## src/tcw_pkg.sv

```systemverilog
// Shared constants, types and command/status structs for the text console writer.
// Depends on nothing; every other file imports it.
`default_nettype none

package tcw_pkg;

    // Screen geometry
    localparam int COLUMNS = 80;
    localparam int ROWS    = 25;
    localparam int CELLS   = COLUMNS * ROWS;

    // Field widths
    localparam int COL_W  = 7;
    localparam int ROW_W  = 5;
    localparam int CHAR_W = 8;
    localparam int IDX_W  = 11;

    // Character codes
    localparam logic [CHAR_W-1:0] SPACE_CHAR   = 8'd32;
    localparam logic [CHAR_W-1:0] NEWLINE_CHAR = 8'd10;

    // Item function codes
    localparam logic FUNC_PUT  = 1'b0;
    localparam logic FUNC_READ = 1'b1;

    // Controller states, one-hot
    typedef enum logic [2:0] {
        S_IDLE  = 3'b001,
        S_READ  = 3'b010,
        S_CLEAR = 3'b100
    } state_t;

    // Controller to datapath
    typedef struct packed {
        logic put;        // accept a put beat: update cursor, write cell (not for newline), load result
        logic rd_issue;   // accept a read beat: start the memory read
        logic load_read;  // load the read result into the output register
        logic sweep_wr;   // write one space during the clearing sweep
    } tcw_cmd_t;

    // Datapath to controller
    typedef struct packed {
        logic is_read;    // current input beat is a read
        logic wrap;       // current put runs off the last row
        logic sweep_last; // sweep is at the last cell
    } tcw_status_t;

endpackage

`default_nettype wire

```

## src/tcw_ctrl.sv

```systemverilog
// Controller of the text console writer: state machine, input stall and
// output valid. Uses tcw_pkg; drives tcw_datapath through tcw_cmd_t.
`default_nettype none

module tcw_ctrl
    import tcw_pkg::*;
(
    input  wire logic        clk,
    input  wire logic        rst_n,
    input  wire logic        in_valid,
    output logic             in_stall,
    output logic             out_valid,
    input  wire logic        out_stall,
    input  wire tcw_status_t status,
    output tcw_cmd_t         cmd
);

    state_t state_reg, state_next;
    logic   out_valid_reg, out_valid_next;
    logic   out_free;
    logic   accept;

    // Output register is free when empty or being taken
    assign out_free = !out_valid_reg || !out_stall;
    assign in_stall = !((state_reg == S_IDLE) && out_free);
    assign accept   = in_valid && !in_stall;

    always_comb
    begin
        state_next = state_reg;
        cmd        = '0;
        case (state_reg)
            S_IDLE:
            begin
                if (accept)
                begin
                    if (status.is_read)
                    begin
                        cmd.rd_issue = 1'b1;
                        state_next   = S_READ;
                    end
                    else
                    begin
                        cmd.put = 1'b1;
                        if (status.wrap)
                        begin
                            state_next = S_CLEAR;
                        end
                    end
                end
            end
            S_READ:
            begin
                if (out_free)
                begin
                    cmd.load_read = 1'b1;
                    state_next    = S_IDLE;
                end
            end
            S_CLEAR:
            begin
                cmd.sweep_wr = 1'b1;
                if (status.sweep_last)
                begin
                    state_next = S_IDLE;
                end
            end
            default:
            begin
                state_next = S_CLEAR;
            end
        endcase
    end

    // Hold the result until taken
    always_comb
    begin
        if (cmd.put || cmd.load_read)
        begin
            out_valid_next = 1'b1;
        end
        else if (!out_stall)
        begin
            out_valid_next = 1'b0;
        end
        else
        begin
            out_valid_next = out_valid_reg;
        end
    end

    always_ff @(posedge clk or negedge rst_n)
    begin
        if (!rst_n)
        begin
            state_reg     <= S_CLEAR;
            out_valid_reg <= 1'b0;
        end
        else
        begin
            state_reg     <= state_next;
            out_valid_reg <= out_valid_next;
        end
    end

    assign out_valid = out_valid_reg;

    // No beat taken during the sweep
    a_no_accept_clear: assert property (@(posedge clk) disable iff (!rst_n)
        state_reg == S_CLEAR |-> in_stall)
        else $error("input accepted during clearing sweep");

    // A read beat waits for its data
    a_read_wait: assert property (@(posedge clk) disable iff (!rst_n)
        accept && status.is_read |=> state_reg == S_READ)
        else $error("read did not enter read state");

    // A stalled result is never overwritten
    a_no_overwrite: assert property (@(posedge clk) disable iff (!rst_n)
        out_valid_reg && out_stall |-> !(cmd.put || cmd.load_read))
        else $error("result overwritten while stalled");

endmodule

`default_nettype wire

```

## config.mk

```make
export PLATFORM = sky130hd
export DESIGN_NAME = tcw_ctrl
export DESIGN_NICKNAME = d
export VERILOG_FILES = /design/src/tcw_pkg.sv /design/src/tcw_ctrl.sv
export SDC_FILE = /design/constraint.sdc
export NUM_CORES = 1
export LEC_CHECK = 0
export BUFFER_PORTS_ARGS = -buffer_cell sky130_fd_sc_hd__buf_2
export CAP_MARGIN = 10
export CORE_AREA = 2 2 39 41
export DETAILED_ROUTE_END_ITERATION = 8
export DIE_AREA = 0 0 41 43
export HOLD_SLACK_MARGIN = 0.1
export SLEW_MARGIN = 20
export SYNTH_ARGS = -nofsm -noshare
export SYNTH_HDL_FRONTEND = slang
export SYNTH_SLANG_ARGS = --single-unit
export TNS_END_PERCENT = 5
```

## constraint.sdc

```tcl
create_clock -name clk -period 2.04 [get_ports clk]
set_input_delay 0.306 -clock clk [delete_from_list [all_inputs] [get_ports clk]]
set_output_delay 0.306 -clock clk [all_outputs]
set_load 0.005 [all_outputs]
```

# Word level (Yosys, flattened, before mapping)
# Index checks and enable logic that the tools add are counted.
[totals] regBits=4 latchBits=0 mem_bits_rw=0 rom_bits=0 in_bits=7 output_inout_bits=6 word_cells=33 n_memories=0
[classes] addsub=0 mul=0 n_div=0 n_lt_le_gt_ge=0 n_eq_ne=8 shift=0 muxes=15 bitwise_logic=0 n_reduce_logical=8
[op_table] operator="two-way mux 3 bit" count=5
[op_table] operator="case mux 3 bit (3 select lines)" count=1
[op_table] operator="two-way mux 1 bit" count=7
[op_table] operator="!= test 2 bit, second input constant" count=3
[op_table] operator="two-way mux 2 bit" count=2
[op_table] operator="AND reduction 4 bit" count=1
[op_table] operator="== test 3 x 1 -> 1 bit, second input constant" count=1
[op_table] operator="== test 3 x 2 -> 1 bit, second input constant" count=1
[op_table] operator="== test 3 bit, second input constant" count=1
[op_table] operator="logical NOT 1 bit" count=3
[op_table] operator="!= test 3 bit, second input constant" count=1
[op_table] operator="logical AND 1 bit" count=2
[op_table] operator="logical OR 1 bit" count=2
[op_table] operator="!= test 2 x 1 -> 1 bit, second input constant" count=1

# Longest topological paths before layout
# Gate-level depths: netlist (run 1).
[logic_depth] ltp_word=8 depth_mapped=3 ltp_nobuf=3

# Worst setup path before layout (run 1)
# No wires, ideal clock.
[synth_path] path_type="register to output" start="register state_reg[1]" end="output cmd[2] (netlist bit)" t_arrival_ps=886 required_time_ps=1734 setup_slack_ps=848 stages_incl_launch_ff=3 n_path_buf=0 path_cell_list="dfrtp_1 > nor3b_4 > and3_2"
[synth_rtl] item="start, declared" line="tcw_ctrl.sv:18" rtl="state_t state_reg, state_next;"
[synth_rtl] item="start signal, assigned" line="tcw_ctrl.sv:101" rtl="state_reg <= state_next;"
[synth_rtl] item="end, declared" line="tcw_ctrl.sv:15" rtl="output tcw_cmd_t cmd"

==> metrics.txt, run 1 <==
core area=around 1400 µm²; clock power share=between 20% and 30%; Area growth, synth to finish=42.9%; H-tree depth=1; Rel. slew slack=between 70% and 80%; first-pass GRT wire length=between 1 and 1.5 mm; grt total ovfl=0; via count=~290; CTS Buffer Depth=2; Yosys top cell area share=between 20% and 30%; RD Place Congestion=~0.7; Layout Cells excl Fill=62; area leader, netlist=dfrtp_1; syn_area_per_cell=9.36 µm²; port bufs=12; max reg flops=3; io pins=13; Pleak=roughly 0.00018 µW; Final min period=about 1.7 ns; Req. time, crit path=between 1.5 and 2 ns; status=completed; Residual DRC=0; initial antenna violation count=0; Worst Hold Class=input pin to flop; Vias/cell=4.60; internal power=approximately 270 µW; initial DRC count=5; Inst Count DP=57; hold depth=3; Net count, final=54; RSZ-0062 raised after global routing=no; ANT cells=0; final WL=about 730 µm; drt first pass iters=2; final setup fails=0; commonest non-fill, non-tap cell in the layout=buf_2; Seq. cell area=101 µm²; Hold Violations, Final=0; worst vdd ir=approximately 0.00039 V; clock tree root driver cell=clkbuf_4; routed len/inst=11.7 µm; most frequent cells in the layout=buf_2, nand2_1, inv_1, clkbuf_4, dfrtp_1; Tot GR Track Use=between 10 and 15%; number of max-cap violations=0; Initial Util=around 20%; fill cell count=between 150 and 200; largest cells by area after synthesis=dfrtp_1, dfstp_2, nor3b_4; share of cells above drive strength 1=between 40% and 50%; sequential share of power=40.2%; multi-input logic area=159 µm²; clock-pin slew on the worst setup and hold paths=around 0.04 ns; Sw Share=a little over a third; crit path kind=flop to output pin; Yosys reg bits=4; pin count of the biggest net entering global routing=10; PnR worst setup slack=roughly 0.37 ns; post-CTS setup buffer count=0; vias in the first global route=302; Slew Viols, Final=0; Distinct cells, synth=20; Tightest Pin Transition=about 0.4 ns; Worst Setup Start Kind=flop; endpoint class of the critical path=output pin; Inserted Clock Buffers=3; Worst EP arrival=about 1.4 ns; Skew-Pair Late Insertion Delay=between 0.2 and 0.25 ns; Place WS=0.633 ns; Crit Path Max Fanout=9; Clock Sinks=4; net switching power=between 100 and 150 µW; Die Height=about 43 µm; Clock Skew=0.00915 ns; DPL Wire Length=between 500 and 600 µm; chip width=just over 40 µm; final setup TNS=0 ns; CTS tree=built; Antenna Violating Nets Remaining=0; combinational share of power=around 33%; std cell rows=14; Syn Nets=36; fmax=599 MHz; Pwr Density=about 1100 nW/µm²; CTS resizes=0; Reg2Reg Depth=3; Seq/Total Area, Yosys=a little under two fifths; Synth Warn #=0; die area=~1800 µm²; period utilization=a little over 80%; mapped cell area=about 270 µm²; Gate Count Post-Synth=29
==> synth_stat cells, drive strengths merged <==
library cell	instances
nand2	4
dfrtp	3
inv	3
nor3b	3
a21oi	2
a211oi	1
a21boi	1
a31oi	1
and3	1
and4bb	1
dfstp	1
nand3b	1
nand4	1
nand4b	1
nor2	1
nor4b	1
nor4bb	1
o21ai	1
o221ai	1
==> through the flow <==
step	hold slack (ns)	cell area [µm²]	util (%)	total power, µW
floorplan	0.0104	272	-	245
CTS	0.327	388	28.0	423
global route	0.334	388	28.0	458
finish	0.329	388	28.0	414
global placement	0.112	352	25.4	304
detailed placement	0.115	352	25.4	305
==> power groups by stage <==
stage          clock network (µW)  logic [µW]  registers (µW)
2_1_floorplan                   0        92.9             152
3_3_place_gp                    0         137             167
3_5_place_dp                    0         138             167
4_1_cts                       115         140             167
5_1_grt                       126         157             175
6_report                      110         138             167
==> repair_timing <==
action / CTS / global route
endpoints found under the setup margin: 0 / 0
hold buffers: 1 / 0
endpoints found under the hold margin: 4 / 0
==> final cells by class <==
class                           count  area share [%]
Multi-Input combinational cell     22            41.0
Clock buffer                        4            6.77
Tap cell                           16            5.16
Timing Repair Buffer               13            18.1
Sequential cell                     4            26.1
Inverter                            3            2.90
==> cells by family after synthesis <==
family | synth area share, %
compound gates | 16.6
buf+inv | 4.15
simple gates | 41.9
flops | 37.3
==> worst max-delay path, cell delays in order (launching register included) <==
cell and delay (ns):
dfrtp_1 0.52, nor3b_1 0.32, nand2_1 0.12, inv_1 0.06, buf_2 0.10
==> final timing paths <==
| check | start | endpoint | slack (ns) |
|---|---|---|---|
| worst max-delay path | state_reg[1] | cmd[1] | 0.37 |
| worst min-delay path | status[1] | state_reg[2] | 0.33 |
| worst max register to register | out_valid | state_reg[2] | 0.83 |
| worst min register to register | state_reg[2] | state_reg[1] | 0.59 |
| max in group asynchronous | rst_n | state_reg[2] | 1.43 |
| min in group asynchronous | rst_n | state_reg[1] | 0.39 |
==> layer usage <==
layer / vias to the layer above / track usage (%) / routed length [µm]
met3: 0 / 4.71 / 42
met1: 133 / 12.3 / 339
met5: - / 0 / 0
met2: 7 / 14.1 / 343
li1: 145 / - / -
met4: 0 / 6.00 / 0
(Power assumes the default switching activity.)
==> run 2: changes to the inputs <==
==> constraint.sdc (replaced) <==
create_clock -name clk -period 1.45 [get_ports clk]
set_input_delay 0.2175 -clock clk [delete_from_list [all_inputs] [get_ports clk]]
set_output_delay 0.2175 -clock clk [all_outputs]
set_load 0.005 [all_outputs]
==> metrics.txt, run 2 (synthesized netlist as in run 1, its figures left out) <==
status=completed; Worst Hold Class=input pin to flop; via count=between 300 and 400; Inserted Clock Buffers=3; std cell rows=14; Inst Count DP=59; io pins=13; Skew-Pair Late Insertion Delay=0.24 ns; Worst Setup Start Kind=flop; Tightest Pin Transition=0.289 ns; Pwr Density=~1500 nW/µm²; Hold Path Sink=state_reg[2]; CTS Buffer Depth=2; initial antenna violation count=0; Worst EP arrival=approximately 1.2 ns; Residual DRC=0; clock-pin slew on the worst setup and hold paths=around 0.030 ns; worst vdd ir=0.000806 V; Net count, final=59; R2R Path End=state_reg[0]; die area=~1800 µm²; ANT cells=0; Hold Startpoint=status[1]; Top delay family on crit path=flip-flops; Hold Violations, Final=0; endpoint class of the critical path=output pin; period utilization=99.2%; hold depth=3; RD Place Congestion=between 0.7 and 0.8; crit-path max cell delay=approximately 0.61 ns; Req. time, crit path=roughly 1.2 ns; Clock Skew=approximately 0.011 ns; Reg2Reg Setup Slack=roughly 0.34 ns; final setup TNS=0 ns; worst path buffer plus inverter count=1; DPL Wire Length=approximately 500 µm; Vias/cell=4.67; core area=approximately 1400 µm²; Area growth, synth to finish=60.8%; Final Core Density=between 30% and 40%; CP Depth=3; number of max-cap violations=0; chip width=41 µm; first-pass GRT wire length=around 1.1 mm; critical-path cell list=nor3b_4 -> and3_2 -> buf_2; Final min period=around 1.4 ns; routed len/inst=between 10 and 15 µm; final hold slack=between 0.2 and 0.25 ns; Seq. cell area=between 100 and 150 µm²; commonest non-fill, non-tap cell in the layout=buf_2; Crit Path Max Fanout=8; H-tree depth=1; Die Height=approximately 43 µm; Final Power=around 640 µW; drt first pass iters=4; Tot GR Track Use=under 10%; vias in the first global route=roughly 280; RSZ-0062 raised after global routing=yes; share of cells above drive strength 1=a little over half; Clock Sinks=4; Antenna Violating Nets Remaining=0; max reg flops=3; fill cell count=~150; Slew Viols, Final=0; grt total ovfl=0; Reg2Reg Depth=4; final setup fails=0; port bufs=12; worst r2r src=state_reg[1]; Rel. slew slack=approximately 80%; final WL=between 700 and 800 µm; multi-input logic area=between 150 and 200 µm²; pin count of the biggest net entering global routing=9; Layout Cells excl Fill=67; Initial Util=between 10% and 20%; clock tree root driver cell=clkbuf_4; most frequent cells in the layout=buf_2, buf_4, nand2_1; Pleak=approximately 0.00020 µW; fmax=695 MHz; slowest CP cell=dfstp_2; crit path kind=flop to output pin; CTS tree=built; initial DRC count=1
run 2: cell types whose count changed in the layout (fill, tap and decap cells not counted):
cell / delta
buf_4: +5
dfrtp_1: -1
dfrtp_2: +1
nor3b_1: -2
nor3b_2: +2
run 2: stage by stage:
| step | setup WS, ns | cell area (µm²) |
|---|---|---|
| after floorplan | 0.347 | 272 |
| after global placement | 0.181 | 367 |
| after detailed placement | 0.179 | 367 |
| after CTS | 0.00181 | 427 |
| after global routing | -0.0538 | 437 |
| final | 0.0118 | 437 |
run 2: worst max-delay path by stage:
stage                       startpoint  slack [ns]      to
after floorplan           state_reg[1]        0.35  cmd[2]
after global placement    state_reg[1]        0.18  cmd[1]
after detailed placement  state_reg[1]        0.18  cmd[1]
after CTS                 state_reg[1]       0.002  cmd[2]
after global routing      state_reg[1]       -0.05  cmd[2]
final                     state_reg[2]        0.01  cmd[2]
run 2: layout make-up:
type	count	share of cell area, %
Clock buffer	4	6.02
Inverter	3	2.58
Multi-Input combinational cell	22	38.7
Sequential cell	4	23.5
Tap cell	16	4.58
Timing Repair Buffer	18	24.6
run 2: power breakdown:
part	switching (µW)	internal, µW	leakage [µW]
combinational	111	156	0.000139
sequential	56.8	160	0.0000492
clock	50.0	103	0.0000150
total	218	419	0.000203
run 2: worst reg2reg max path: stages, from the launching register on:
cell and delay [ns]:
dfrtp_2 0.43, nor3b_4 0.23, buf_4 0.15, inv_1 0.03, o221ai_1 0.17
run 2: repair_timing:
item | CTS | global route
setup buffers | 3 | 0
hold buffers | 1 | 0
gates resized for setup | 1 | 2
endpoints found under the hold margin | 4 | 0
setup endpoints to repair | 3 | 4
pin swaps | 1 | 2
run 2: routing by layer:
metal  GRT usage (%)  wire length, µm  share of wire [%]
met5               0                0                  0
met4            4.00                0                  0
met3            6.28               39                5.5
met2            12.5              333                 47
met1            12.7              337                 47
==> run 3: changes to the inputs <==
--- a/config.mk
+++ b/config.mk
@@ -5,12 +5,14 @@
 export SDC_FILE = /design/constraint.sdc
 export NUM_CORES = 1
 export LEC_CHECK = 0
+export ABC_AREA = 1
 export BUFFER_PORTS_ARGS = -buffer_cell sky130_fd_sc_hd__buf_2
 export CAP_MARGIN = 10
 export CORE_AREA = 2 2 39 41
 export DETAILED_ROUTE_END_ITERATION = 8
 export DIE_AREA = 0 0 41 43
 export HOLD_SLACK_MARGIN = 0.1
+export RECOVER_POWER = 25
 export SLEW_MARGIN = 20
 export SYNTH_ARGS = -nofsm -noshare
 export SYNTH_HDL_FRONTEND = slang
==> metrics.txt, run 3 <==
status=completed; Sw Share=between 40% and 50%; Seq/Total Area, Yosys=34.0%; fmax=slightly above 700 MHz; Crit Path Max Fanout=4; Net count, final=74; final WL=approximately 660 µm; drt first pass iters=5; internal power=459 µW; port bufs=12; core area=1380 µm²; Reg2Reg Depth=8; R2R Path End=state_reg[2]; Pleak=between 0.0002 and 0.0003 µW; Die Height=~43 µm; GRT met2 Usage=about 15%; GRT Max-Usage Layer=met2; clock power share=roughly a fifth; Pwr Density=approximately 1800 nW/µm²; Distinct cells, synth=15; clock tree root driver cell=clkbuf_4; combinational share of power=53.0%; period utilization=slightly below 100%; Antenna Violating Nets Remaining=0; RD Place Congestion=between 0.8 and 0.9; Reg2Reg Setup Slack=0.30 ns; commonest non-fill, non-tap cell in the layout=nand2_1; mapped cell area=just under 300 µm²; CTS Buffer Depth=2; std cell rows=14; RSZ-0062 raised after global routing=yes; Tot GR Track Use=under 10%; syn_area_per_cell=about 6.5 µm²; initial antenna violation count=0; die area=between 1500 and 2000 µm²; most frequent cells in the layout=nand2_1, buf_2, inv_1; fraction of registers with async set/reset=100%; largest cells by area after synthesis=dfrtp_1, nand2_1, inv_1; io pins=13; sequential share of power=between 20 and 30%; first-pass GRT wire length=1.10 mm; max reg flops=3; clock-pin slew on the worst setup and hold paths=0.04 ns; net switching power=between 300 and 400 µW; worst r2r src=state_reg[2]; Initial Util=between 20% and 30%; Syn Nets=53; Vias/cell=around 4.2; crit path kind=flop to output pin; Synth Flop Type=dfrtp_1; chip width=roughly 40 µm; vias in the first global route=between 200 and 300; routed len/inst=about 8.1 µm; H-tree depth=1; Yosys reg bits=4; worst vdd ir=slightly below 0.001 V; Worst Setup Start Kind=flop; final setup fails=0; Area growth, synth to finish=49.2%; Residual DRC=0; Synth Warn #=0; DPL Wire Length=510 µm; Clock Skew=roughly 0.0055 ns; endpoint class of the critical path=output pin; Clock Sinks=4; grt total ovfl=0; area leader, netlist=dfrtp_1; Post-synth top cells=nand2_1, inv_1, nor2_1; Inserted Clock Buffers=3; Yosys top cell area share=25.2%; share of cells above drive strength 1=39.4%; grt met3 use=6.28%; Worst EP arrival=1.19 ns; Req. time, crit path=between 1 and 1.5 ns; M1 GR Usage=between 10% and 20%; pin count of the biggest net entering global routing=8; most common cell in the netlist=nand2_1; Skew-Pair Late Insertion Delay=approximately 0.24 ns; Gate Count Post-Synth=46; ANT cells=0; Critical Path End=cmd[3]; fill cell count=151; CTS tree=built; Hold Violations, Final=0; EDFF count, synth=0; Tightest Pin Transition=around 0.21 ns; initial DRC count=3; Rel. slew slack=between 80% and 90%; Worst Hold Class=input pin to flop; Final min period=approximately 1.4 ns; via count=345; final setup TNS=0 ns; Final Power=around 780 µW; number of max-cap violations=0; Slew Viols, Final=0; Setup crit start=state_reg[2]
## run 3: cell types whose count changed in the layout (fill, tap and decap cells not counted), moves of 4 or more
cell	delta
inv_1	+5
nand2_1	+8
nand3_1	+4
nor2_1	+5
## run 3: kinds of logic after synthesis
| group | share of synthesized area (%) |
|---|---|
| AOI/OAI and AO/OA | 8.40 |
| buffers and inverters | 11.3 |
| DFF | 34.0 |
| and+or+nand+nor | 46.2 |
## run 3: how the worst min path moves through the flow
| stage | endpoint | start | slack [ns] | cells past startpoint |
|---|---|---|---|---|
| global placement | state_reg[1] | rst_n | 0.02 | 1 |
| finish | state_reg[2] | status[0] | 0.23 | 4 |
| global route | state_reg[2] | status[0] | 0.22 | 4 |
| CTS | state_reg[2] | status[0] | 0.23 | 4 |
| detailed placement | state_reg[1] | rst_n | 0.03 | 1 |
| floorplan | out_valid | rst_n | -0.08 | 0 |
## run 3: layout make-up
class | count | area (µm²) | area share, %
sequential | 4 | 103 | 23.1
multi-input combinational | 33 | 170 | 38.3
tap | 16 | 20.0 | 4.51
timing repair buffer | 16 | 91.3 | 20.6
clock buffer | 4 | 26.3 | 5.92
inverter | 9 | 33.8 | 7.61
## run 3: worst max-delay path: stages, from the launching register on
cell     delay, ns
dfstp_2       0.54
inv_2         0.05
nand2_2       0.08
nor2_4        0.04
nand4_1       0.09
inv_1         0.04
buf_2         0.11
## run 3: per-stage QoR
stage	setup WS (ns)	util (%)	hold slack, ns	instances	area (µm²)
after floorplan	0.372	-	-0.0781	46	298
after global placement	0.231	27.3	0.0244	74	378
after detailed placement	0.212	27.3	0.0268	74	378
after CTS	0.00204	31.0	0.225	81	429
after global routing	-0.0444	32.1	0.221	82	444
final	0.0456	32.1	0.226	82	444
## run 3: layer usage
| layer | routed length, µm | up-vias |
|---|---|---|
| li1 | - | 185 |
| met1 | 301 | 146 |
| met2 | 308 | 14 |
| met3 | 53 | 0 |
| met4 | 0 | 0 |
| met5 | 0 | - |
## run 3: timing repair
| item | in CTS | in global routing |
|---|---|---|
| hold buffers | 1 | 0 |
| setup endpoints to repair | 2 | 4 |
| pin swaps | 1 | 4 |
| hold endpoints to repair | 4 | 0 |
| buffers inserted | 2 | 1 |
| resized for setup | 0 | 4 |
## run 3: power groups by stage
stage	Sequential (µW)	Clock [µW]	Combinational [µW]
finish	216	151	414
global route	220	166	469
CTS	212	159	404
detailed placement	221	0	349
global placement	219	0	343
floorplan	213	0	249
